[config.mk]
export PLATFORM = sky130hd
export DESIGN_NAME = bitmap_block_allocator_unit
export DESIGN_NICKNAME = d
export VERILOG_FILES = /design/src/hw/rtl/bba_pkg.sv /design/src/hw/rtl/bba_ctrl.sv /design/src/hw/rtl/bba_datapath.sv /design/src/hw/rtl/bitmap_block_allocator_unit.sv
export SDC_FILE = /design/constraint.sdc
export NUM_CORES = 1
export LEC_CHECK = 0
export BUFFER_PORTS_ARGS = -buffer_cell sky130_fd_sc_hd__buf_4
export CORE_AREA = 2 2 133 264
export CTS_BUF_LIST = sky130_fd_sc_hd__clkbuf_4
export CTS_CLUSTER_SIZE = 40
export DETAILED_ROUTE_END_ITERATION = 10
export DIE_AREA = 0 0 135 266
export PLACE_DENSITY = 0.65
export SYNTH_ARGS = -nofsm -noshare
export SYNTH_HDL_FRONTEND = slang
export SYNTH_SLANG_ARGS = --single-unit
export TNS_END_PERCENT = 1
[constraint.sdc]
create_clock -name i_clk -period 12.9 [get_ports i_clk]
set_input_delay 1.935 -clock i_clk [delete_from_list [all_inputs] [get_ports i_clk]]
set_output_delay 1.935 -clock i_clk [all_outputs]
set_load 0.02 [all_outputs]
[src/hw/rtl/bba_pkg.sv]
// Shared types, constants and helper functions for the bitmap block allocator.
`timescale 1ns / 1ps

package bba_pkg;

    // Default size of the block store and fixed field widths.
    localparam int unsigned NUM_BLOCKS_DEF = 256;
    localparam int unsigned WORD_W         = 32;
    localparam int unsigned BIT_W          = $clog2(WORD_W);
    localparam int unsigned ID_W           = 8;
    localparam int unsigned ID_SPAN        = 256;

    // Operation codes carried in the op field.
    localparam logic [1:0] OP_ALLOC   = 2'd0;
    localparam logic [1:0] OP_REQUEST = 2'd1;
    localparam logic [1:0] OP_RELEASE = 2'd2;

    // One incoming request.
    typedef struct packed {
        logic [1:0]      op;
        logic [ID_W-1:0] blk_num;
    } t_in_req;

    // One outgoing result.
    typedef struct packed {
        logic            ok;
        logic [ID_W-1:0] granted_block;
        logic [ID_W-1:0] used_blocks;
        logic [ID_W-1:0] free_blocks;
    } t_out_rsp;

    // Commands from the controller to the datapath.
    typedef struct packed {
        logic load;
        logic scan_step;
        logic commit;
    } t_ctl_cmd;

    // Status from the datapath to the controller.
    typedef struct packed {
        logic is_alloc;
        logic word_hit;
        logic last_word;
        logic out_free;
    } t_dp_stat;

    // Highest addressable block plus one: the 8-bit id cannot name more than 256.
    function automatic int unsigned addr_limit(input int unsigned num_blocks);
        return (num_blocks < ID_SPAN) ? num_blocks : ID_SPAN;
    endfunction

    // Map words needed to cover the addressable range, as a power-of-two index width.
    function automatic int unsigned word_idx_w(input int unsigned limit);
        int unsigned words;
        words = (limit + WORD_W - 1) / WORD_W;
        return (words > 1) ? $clog2(words) : 1;
    endfunction

    // Reset value of one map word: block 0 and blocks beyond the range read as in use.
    function automatic logic [WORD_W-1:0] map_init_word(input int unsigned widx,
                                                        input int unsigned limit);
        logic [WORD_W-1:0] word;
        word = '0;
        for (int unsigned b = 0; b < WORD_W; b++) begin
            if ((widx * WORD_W + b == 0) || (widx * WORD_W + b >= limit)) begin
                word[b] = 1'b1;
            end
        end
        return word;
    endfunction

endpackage

[src/hw/rtl/bba_ctrl.sv]
// Controller state machine for the bitmap block allocator.
`timescale 1ns / 1ps

module bba_ctrl (
    input  logic              i_clk,
    input  logic              i_rst_n,
    input  logic              i_in_valid,
    output logic              o_in_stall,
    input  bba_pkg::t_dp_stat i_stat,
    output bba_pkg::t_ctl_cmd o_cmd
);
    import bba_pkg::*;

    typedef enum logic [2:0] {
        S_IDLE   = 3'b001,
        S_SCAN   = 3'b010,
        S_COMMIT = 3'b100
    } t_state;

    t_state r_state;
    t_state n_state;

    // Next state and command decode.
    always_comb begin
        n_state = r_state;
        o_cmd   = '0;
        unique case (r_state)
            S_IDLE: begin
                if (i_in_valid) begin
                    o_cmd.load = 1'b1;
                    n_state    = S_SCAN;
                end
            end
            S_SCAN: begin
                // Named operations go straight on; allocate walks the map words.
                if (!i_stat.is_alloc || i_stat.word_hit || i_stat.last_word) begin
                    n_state = S_COMMIT;
                end else begin
                    o_cmd.scan_step = 1'b1;
                end
            end
            S_COMMIT: begin
                if (i_stat.out_free) begin
                    o_cmd.commit = 1'b1;
                    n_state      = S_IDLE;
                end
            end
            default: begin
                n_state = S_IDLE;
            end
        endcase
    end

    // State register.
    always_ff @(posedge i_clk) begin
        if (!i_rst_n) begin
            r_state <= S_IDLE;
        end else begin
            r_state <= n_state;
        end
    end

    // A new request is taken only when the sequencer is idle.
    assign o_in_stall = (r_state != S_IDLE);

endmodule

[src/hw/rtl/bba_datapath.sv]
// Datapath of the bitmap block allocator: free map, scan, counters and result register.
`timescale 1ns / 1ps

module bba_datapath #(
    parameter int unsigned NUM_BLOCKS = bba_pkg::NUM_BLOCKS_DEF
) (
    input  logic              i_clk,
    input  logic              i_rst_n,
    input  bba_pkg::t_in_req  i_in_req,
    input  bba_pkg::t_ctl_cmd i_cmd,
    output bba_pkg::t_dp_stat o_stat,
    output logic              o_out_valid,
    input  logic              i_out_stall,
    output bba_pkg::t_out_rsp o_out_rsp
);
    import bba_pkg::*;

    localparam int unsigned ADDR_LIMIT = addr_limit(NUM_BLOCKS);
    localparam int unsigned WIDX_W     = word_idx_w(ADDR_LIMIT);
    localparam int unsigned NUM_WORDS  = 2 ** WIDX_W;
    localparam logic [ID_W-1:0] FREE_TOP = ID_W'(ADDR_LIMIT - 1);

    // Map storage: one bit per block, set means in use.
    logic [WORD_W-1:0] r_map [NUM_WORDS];
    logic [ID_W-1:0]   r_used;
    logic [1:0]        r_op;
    logic [ID_W-1:0]   r_id;
    logic [WIDX_W-1:0] r_widx;
    logic              r_out_valid;
    t_out_rsp          r_out;

    logic [WIDX_W-1:0] rd_idx;
    logic [WORD_W-1:0] rd_word;
    logic              found;
    logic [BIT_W-1:0]  ffz_pos;
    logic [BIT_W-1:0]  tgt_bit;
    logic              cur_bit;
    logic              id_ok;
    logic              ok;
    logic              new_bit;
    logic [ID_W-1:0]   granted;
    logic [ID_W-1:0]   n_used;

    // One read port: the scan word for allocate, the named word otherwise.
    assign rd_idx  = (r_op == OP_ALLOC) ? r_widx : r_id[BIT_W +: WIDX_W];
    assign rd_word = r_map[rd_idx];

    // Lowest zero bit of the word being looked at.
    always_comb begin
        found   = 1'b0;
        ffz_pos = '0;
        for (int b = WORD_W - 1; b >= 0; b--) begin
            if (!rd_word[b]) begin
                found   = 1'b1;
                ffz_pos = BIT_W'(b);
            end
        end
    end

    assign id_ok   = (r_id != '0) && ({1'b0, r_id} < (ID_W + 1)'(ADDR_LIMIT));
    assign tgt_bit = (r_op == OP_ALLOC) ? ffz_pos : r_id[BIT_W-1:0];
    assign cur_bit = rd_word[tgt_bit];
    assign new_bit = (r_op != OP_RELEASE);

    // Operation decode: success and the block number reported.
    always_comb begin
        ok      = 1'b0;
        granted = '0;
        unique case (r_op)
            OP_ALLOC: begin
                ok      = found;
                granted = found ? ID_W'({r_widx, ffz_pos}) : '0;
            end
            OP_REQUEST: begin
                ok      = id_ok && !cur_bit;
                granted = r_id;
            end
            OP_RELEASE: begin
                ok      = id_ok && cur_bit;
                granted = r_id;
            end
            default: begin
                ok      = 1'b0;
                granted = '0;
            end
        endcase
    end

    // Used count after this operation.
    always_comb begin
        n_used = r_used;
        if (ok) begin
            n_used = (r_op == OP_RELEASE) ? (r_used - 1'b1) : (r_used + 1'b1);
        end
    end

    // Request capture and word counter.
    always_ff @(posedge i_clk) begin
        if (i_cmd.load) begin
            r_op   <= i_in_req.op;
            r_id   <= i_in_req.blk_num;
            r_widx <= '0;
        end else if (i_cmd.scan_step) begin
            r_widx <= r_widx + 1'b1;
        end
    end

    // Free map and used count, updated on commit.
    always_ff @(posedge i_clk) begin
        if (!i_rst_n) begin
            for (int unsigned w = 0; w < NUM_WORDS; w++) begin
                r_map[w] <= map_init_word(w, ADDR_LIMIT);
            end
            r_used <= '0;
        end else if (i_cmd.commit && ok) begin
            r_map[rd_idx][tgt_bit] <= new_bit;
            r_used                 <= n_used;
        end
    end

    // Result register with its valid flag.
    always_ff @(posedge i_clk) begin
        if (!i_rst_n) begin
            r_out_valid <= 1'b0;
        end else if (i_cmd.commit) begin
            r_out_valid <= 1'b1;
        end else if (!i_out_stall) begin
            r_out_valid <= 1'b0;
        end
    end

    always_ff @(posedge i_clk) begin
        if (i_cmd.commit) begin
            r_out.ok            <= ok;
            r_out.granted_block <= granted;
            r_out.used_blocks   <= n_used;
            r_out.free_blocks   <= FREE_TOP - n_used;
        end
    end

    // Status toward the controller.
    assign o_stat.is_alloc  = (r_op == OP_ALLOC);
    assign o_stat.word_hit  = found;
    assign o_stat.last_word = (r_widx == WIDX_W'(NUM_WORDS - 1));
    assign o_stat.out_free  = !r_out_valid || !i_out_stall;

    assign o_out_valid = r_out_valid;
    assign o_out_rsp   = r_out;

endmodule

[src/hw/rtl/bitmap_block_allocator_unit.sv]
// Bitmap block allocator: request and release look at the named 32-bit map word; allocate
// scans the map words in order from word 0 and stops at the first one with a free block.
// One request at a time: a new request is taken only once the sequencer is back in idle,
// after its result is written to the result register, which waits while the output stalls.
// Synchronous active-low reset marks block 0 and blocks beyond the range in use, all others free, count zero.
`timescale 1ns / 1ps

module bitmap_block_allocator_unit #(
    parameter int unsigned NUM_BLOCKS = bba_pkg::NUM_BLOCKS_DEF
) (
    input  logic             i_clk,
    input  logic             i_rst_n,
    input  logic             i_in_valid,
    output logic             o_in_stall,
    input  bba_pkg::t_in_req i_in_req,
    output logic             o_out_valid,
    input  logic             i_out_stall,
    output bba_pkg::t_out_rsp o_out_rsp
);
    import bba_pkg::*;

    t_ctl_cmd cmd;
    t_dp_stat stat;

    // Sequencer.
    bba_ctrl u_ctrl (
        .i_clk      (i_clk),
        .i_rst_n    (i_rst_n),
        .i_in_valid (i_in_valid),
        .o_in_stall (o_in_stall),
        .i_stat     (stat),
        .o_cmd      (cmd)
    );

    // Map, scan and result path.
    bba_datapath #(
        .NUM_BLOCKS (NUM_BLOCKS)
    ) u_datapath (
        .i_clk       (i_clk),
        .i_rst_n     (i_rst_n),
        .i_in_req    (i_in_req),
        .i_cmd       (cmd),
        .o_stat      (stat),
        .o_out_valid (o_out_valid),
        .i_out_stall (i_out_stall),
        .o_out_rsp   (o_out_rsp)
    );

endmodule

* Yosys cells after proc, flatten, opt, wreduce, memory -nomap -nowiden *
Memory sizes are Yosys's and may differ from the RTL's.
Cells that the tools add are included.

cells by class
  $add $sub $neg = 4
  order comparisons = 2
  mux-type cells = 95
  reductions and logical operators = 16
  equality and inequality tests = 12

operator list
  kind                                                                          count
  5-bit 2-to-1 mux                                                              33
  32-bit 2-to-1 mux                                                             3
  1-bit 2-to-1 mux                                                              46
  32-bit OR reduction                                                           1
  8-bit 2-to-1 mux                                                              3
  8-bit one-hot mux with 2 select lines                                         1
  3-bit 2-to-1 mux                                                              5
  3-bit one-hot mux with 3 select lines                                         1
  8-bit by 1-bit adder with 8-bit output, second input constant                 1
  8-bit nonzero test                                                            1
  8-bit by 1-bit subtractor with 8-bit output, second input constant            1
  8-bit subtractor, first input constant                                        1
  3-bit equality test, second input constant                                    2
  5-bit by 6-bit less-than comparator with 1-bit output, second input constant  1
  2-bit != test, second input constant                                          3
  1-bit binary-select mux with 5-bit select                                     1
  1-bit demux with 5-bit select                                                 1
  5-bit by 1-bit >= comparator with 1-bit output, second input constant         1
  1-bit logical AND                                                             4
  1-bit zero test                                                               4
  2-bit by 1-bit != test with 1-bit output, second input constant               2
  3-bit by 1-bit adder with 3-bit output, second input constant                 1
  3-bit by 1-bit equality test with 1-bit output, second input constant         1
  3-bit by 2-bit equality test with 1-bit output, second input constant         1
  8 further kinds                                                               10

word-level totals
  input port bits = 14
  output and inout bits = 27
  memories kept = 1
  bits in writable memories = 256
  word-level logic and storage cells = 140
  flip-flop bits (word level) = 50

memories
  name              depth  width  read ports  clocked after memory_dff  write ports  line                text
  u_datapath.r_map  8      32     1           0                         8            bba_datapath.sv:24  logic [WORD_W-1:0] r_map [NUM_WORDS];

* Depth between registers and ports, before layout *
An unclocked memory read counts as a cell.

  depth after elaboration = 47
  gate-level depth with buffers = 25
  depth with buffers taken out = 16

* By module *
Synthesis repeated with hierarchy kept, for this count alone.

unflattened totals
  cell total of the unflattened synthesis = 1704
  area, all modules = 18705.4 µm²

modules (own cells, without submodules)
  module        times used  cells each  area each (µm²)  seq. area each (µm²)
  bba_datapath  1           1684        18516.5          8978.6
  bba_ctrl      1           20          188.9            60.1

* Worst setup path after synthesis *
OpenSTA, ideal clock, no wires.

  kind = register -> register
  start point = register u_datapath.r_op[0]
  end point = register u_datapath.r_out (netlist bit u_datapath.o_out_rsp[9]) (data pin)
  stages on the path, launching flop included = 23
  data required time = 12.640 ns
  arrival = 4.951 ns
  slack = 7.688 ns
  setup time = 0.260 ns
  cells stage by stage = edfxtp_1 inv_1 ha_1 buf_6 mux2_4 buf_8 buf_6 mux2i_1 a32o_1 a221oi_1 o21bai_1 a2111oi_1 o211ai_1 a31oi_4 mux4_2 and3_1 nor4_4 a41o_1 buf_6 or2_1 buf_6 buf_6 mux2_4

on the way
  cells in the longest elaborated chain, start to end = 42
  elaborated cells between the ends (all ways) = 78
  classes of those cells = eq/ne (2); mux (71); reduce/logical (4); memory (1)

RTL lines
  what                                       line                                                        text
  start, declared                            bba_datapath.sv:26                                          logic [1:0] r_op;
  start signal, assigned                     bba_datapath.sv:100                                         r_op <= i_in_req.op;
  2-bit zero test                            bba_datapath.sv:45, bba_datapath.sv:61, bba_datapath.sv:69
  3-bit 2-to-1 mux                           bba_datapath.sv:45                                          assign rd_idx = (r_op == OP_ALLOC) ? r_widx : r_id[BIT_W +: WIDX_W];
  memory 8 x 32 bit                          n/a
  5-bit 2-to-1 mux (32 in a row)             bba_datapath.sv:53                                          if (!rd_word[b]) begin
  5-bit 2-to-1 mux                           bba_datapath.sv:61                                          assign tgt_bit = (r_op == OP_ALLOC) ? ffz_pos : r_id[BIT_W-1:0];
  1-bit binary-select mux with 5-bit select  bba_datapath.sv:62                                          assign cur_bit = rd_word[tgt_bit];
  1-bit 2-to-1 mux (not written as such)     bba_datapath.sv:62
  1-bit zero test                            bba_datapath.sv:75                                          ok = id_ok && !cur_bit;
  1-bit logical AND                          bba_datapath.sv:75
  1-bit one-hot mux with 3 select lines (*)  bba_datapath.sv:69                                          unique case (r_op)
  net u_datapath.ok                          bba_datapath.sv:39                                          logic ok;
  8-bit 2-to-1 mux (*)                       bba_datapath.sv:92                                          if (ok) begin
  net u_datapath.n_used[1]                   bba_datapath.sv:42                                          logic [ID_W-1:0] n_used;
  end, declared                              bba_datapath.sv:30                                          t_out_rsp r_out;

The timed path passes the listed nets; every way through them passes the cells marked *. The select of a mux whose other input is x is not followed.
A chain may end at the register's enable or synchronous reset.

==> results.md <==
* Via density at ~6.6
* Die area at 35900 um^2
* Crit path DAT at 8.81 ns
* Postcts setup bufs at 0
* Status: completed
* Max-slew violations at 0
* Post-DP Area at roughly 17000 um^2
* Main flop type after synthesis: edfxtp_1
* Synthesis-to-layout area growth at 8.26%
* Netlist cell types at 91
* # nets final at 1633
* Startpoint types: register
* Max FO, Critical Path at 35
* Cell count after synthesis at 1635
* Sinks on Clock Net at approximately 310
* Die X at approximately 140 um
* RSZ-0062 raised after global routing: false
* Max-cap viol count at 0
* Leak at between 5 and 6 nW
* Initial DRC Count at 1445
* Drt first pass iters at 7
* CTS tree: done
* Syn Area/Cell at between 10 and 15 um^2
* Core area at between 30000 and 40000 um^2
* Syn_nets at roughly 1700
* Hold Crit Class: register to register
* Setup tns final at 0 ns
* CP Capture Type: register
* WL per Instance at about 27 um
* HPWL Detailed at 36000 um
* Starting density of the core at 49.0%
* Gr usage total at 31.7%
* Commonest cells after routing, fill and taps aside: edfxtp_1 (291), nor2_1 (268), nand2_1 (126)
* GPL Wtd Cong at between 0.9 and 1
* Layout cells sized above 1 at 15.6%
* Clock buffer depth at 3
* EDFF count, synth at between 200 and 300
* Routed vias at around 14000
* Cell taking the most area after synthesis: edfxtp_1
* Rows at 96
* Gr ovfl total at 0
* Root buffer cell: clkbuf_4
* Max VDD drop at about 0.00007 V
* Grt met3 use at about 6.3%
* CTS buffer count at ~70
* CP required at 13.35 ns
* Post-synth ARST share at 0%
* DRC viols at 0
* Post-CTS resize count at 0
* Cell area after layout at approximately 18000 um^2
* M2 GR Usage at about 55%
* First-pass GRT wire length at 83700 um
* Final Critical Period at between 8 and 9 ns
* Synth warn at 0
* GR Util met1 at between 30% and 40%
* Seq cells post-synth at 306
* WS Path Type: register to register
* H-tree lvl count at 3
* Post-Layout Cell Count at 2100
* Number of port buffers at 40
* Fmax at around 0.12 GHz
* Transition time of the tightest slew-check pin at 1.14 ns
* Register area share after synthesis at a little over half
* Ranking of synthesized cells by area: edfxtp_1 (52%), nor2_1 (6.0%), o21ai_1 (3.7%)
* Largest net degree at the start of global routing at around 110
* Final Hold Fails at 0
* Gr busiest metal: met2
* Number of global-route vias before repair at approximately 14000
* Synthesized area at between 15000 and 20000 um^2
* Slew margin rel. at 23.7%
* Initial antenna violation count at 1
* Dpl cells at 1975
* Pwr dens at 127 nW/um^2
* Post-route antenna net violation count at 0
* Drt total wl at around 56000 um
* Commonest non-fill, non-tap cell in the layout: edfxtp_1
* Worst-Skew Late Latency at 0.78 ns
* Clock Skew at between 0.02 and 0.03 ns
* I/O pin cnt at 41
* Worst-path clk slew at approximately 0.07 ns
* Top cell type's share of synthesized area at a little over half
* Post-CTS Hold Buffers at 0
* Fin crit share at 64.8%
* Die Ht at between 200 and 300 um
* # setup viols final at 0
-- kinds of logic after synthesis --
group	after synthesis	share of synthesized area, %
compound gates	469	18.2
xor+xnor	11	0.577
fa+ha+maj	12	0.944
buf+inv	193	5.49
flops	306	54.1
mux	80	5.39
simple gates	564	15.3
-- per-stage QoR --
step	utilization (%)	hold WS (ns)	power [mW]	worst slack, ns
2_1_floorplan	-	0.462	1.40	7.69
3_3_place_gp	50.4	0.473	1.51	4.80
3_5_place_dp	50.4	0.492	1.52	4.76
4_1_cts	53.0	0.502	2.31	4.74
5_1_grt	53.0	0.523	2.38	4.25
6_report	53.0	0.496	2.30	4.54
-- sequential cells by signal, indices dropped and copies added, names as in the netlist --
| register | cells |
|---|---|
| u_ctrl.r_state | 3 |
| u_datapath.o_out_rsp | 25 |
| u_datapath.o_out_valid | 1 |
| u_datapath.r_id | 8 |
| u_datapath.r_map | 256 |
| u_datapath.r_op | 2 |
| u_datapath.r_used | 8 |
| u_datapath.r_widx | 3 |
-- routing by layer --
metal / part of all wire [%] / wire length [um]
met5: 0 / 0
met4: 8.9 / 5020
met3: 7.3 / 4150
met2: 52 / 29100
met1: 32 / 18200
-- final cells by class --
| cell class | count | area [um^2] |
|---|---|---|
| timing repair buffer | 78 | 589 |
| antenna | 1 | 2.50 |
| clock inverter | 25 | 158 |
| tap | 441 | 552 |
| multi-input combinational | 1136 | 6950 |
| clock buffer | 99 | 743 |
| sequential | 306 | 9040 |
| fill | 3064 | 16000 |
| inverter | 14 | 52.6 |
-- power by group --
| part | switching [mW] | internal, mW | total, mW |
|---|---|---|---|
| Sequential | 0.0169 | 1.12 | 1.13 |
| Clock | 0.404 | 0.397 | 0.800 |
| Combinational | 0.261 | 0.108 | 0.369 |
-- cells in the mapped netlist (all sizes together), types with 8 or more instances --
cell type	n
a211oi	8
a21oi	49
a221o	8
a221oi	13
a22oi	11
a31oi	11
and3	8
buf	82
clkbuf	97
dfxtp	15
edfxtp	291
ha	11
inv	14
mux2	28
mux2i	49
nand2	127
nand3	36
nand4	11
nor2	271
nor3	15
nor4	48
o2111ai	12
o211ai	9
o21ai	242
o2bb2ai	9
o31ai	35
xnor2	8
-- worst max-delay path, cell delays in order (launching register included) --
cell and delay [ns]:
edfxtp_1 0.44, inv_1 0.10, ha_1 0.81, mux2i_4 0.61, buf_4 0.56, nor2_1 0.34, a221o_1 0.37, o22ai_1 0.54
inv_1 0.13, a2111oi_1 0.36, o211ai_1 0.24, a31oi_4 0.61, mux2_2 0.41, o32ai_2 0.32, nor4_4 0.11, a21oi_4 0.81
o2111ai_2 0.54, buf_4 0.40, o21ai_0 0.25
-- path summary, 6_finish.rpt --
kind	startpoint	end	slack, ns	cells after the start
worst max-delay path	u_datapath.r_op[1]	u_datapath.r_map[2][3]	4.54	18
worst min-delay path	u_datapath.r_used[5]	u_datapath.r_used[5]	0.50	2
worst max register to register	u_datapath.r_op[1]	u_datapath.r_map[2][3]	4.54	18
worst min register to register	u_datapath.r_used[5]	u_datapath.r_used[5]	0.50	2
Note: power is estimated with default switching activity, not from simulation.
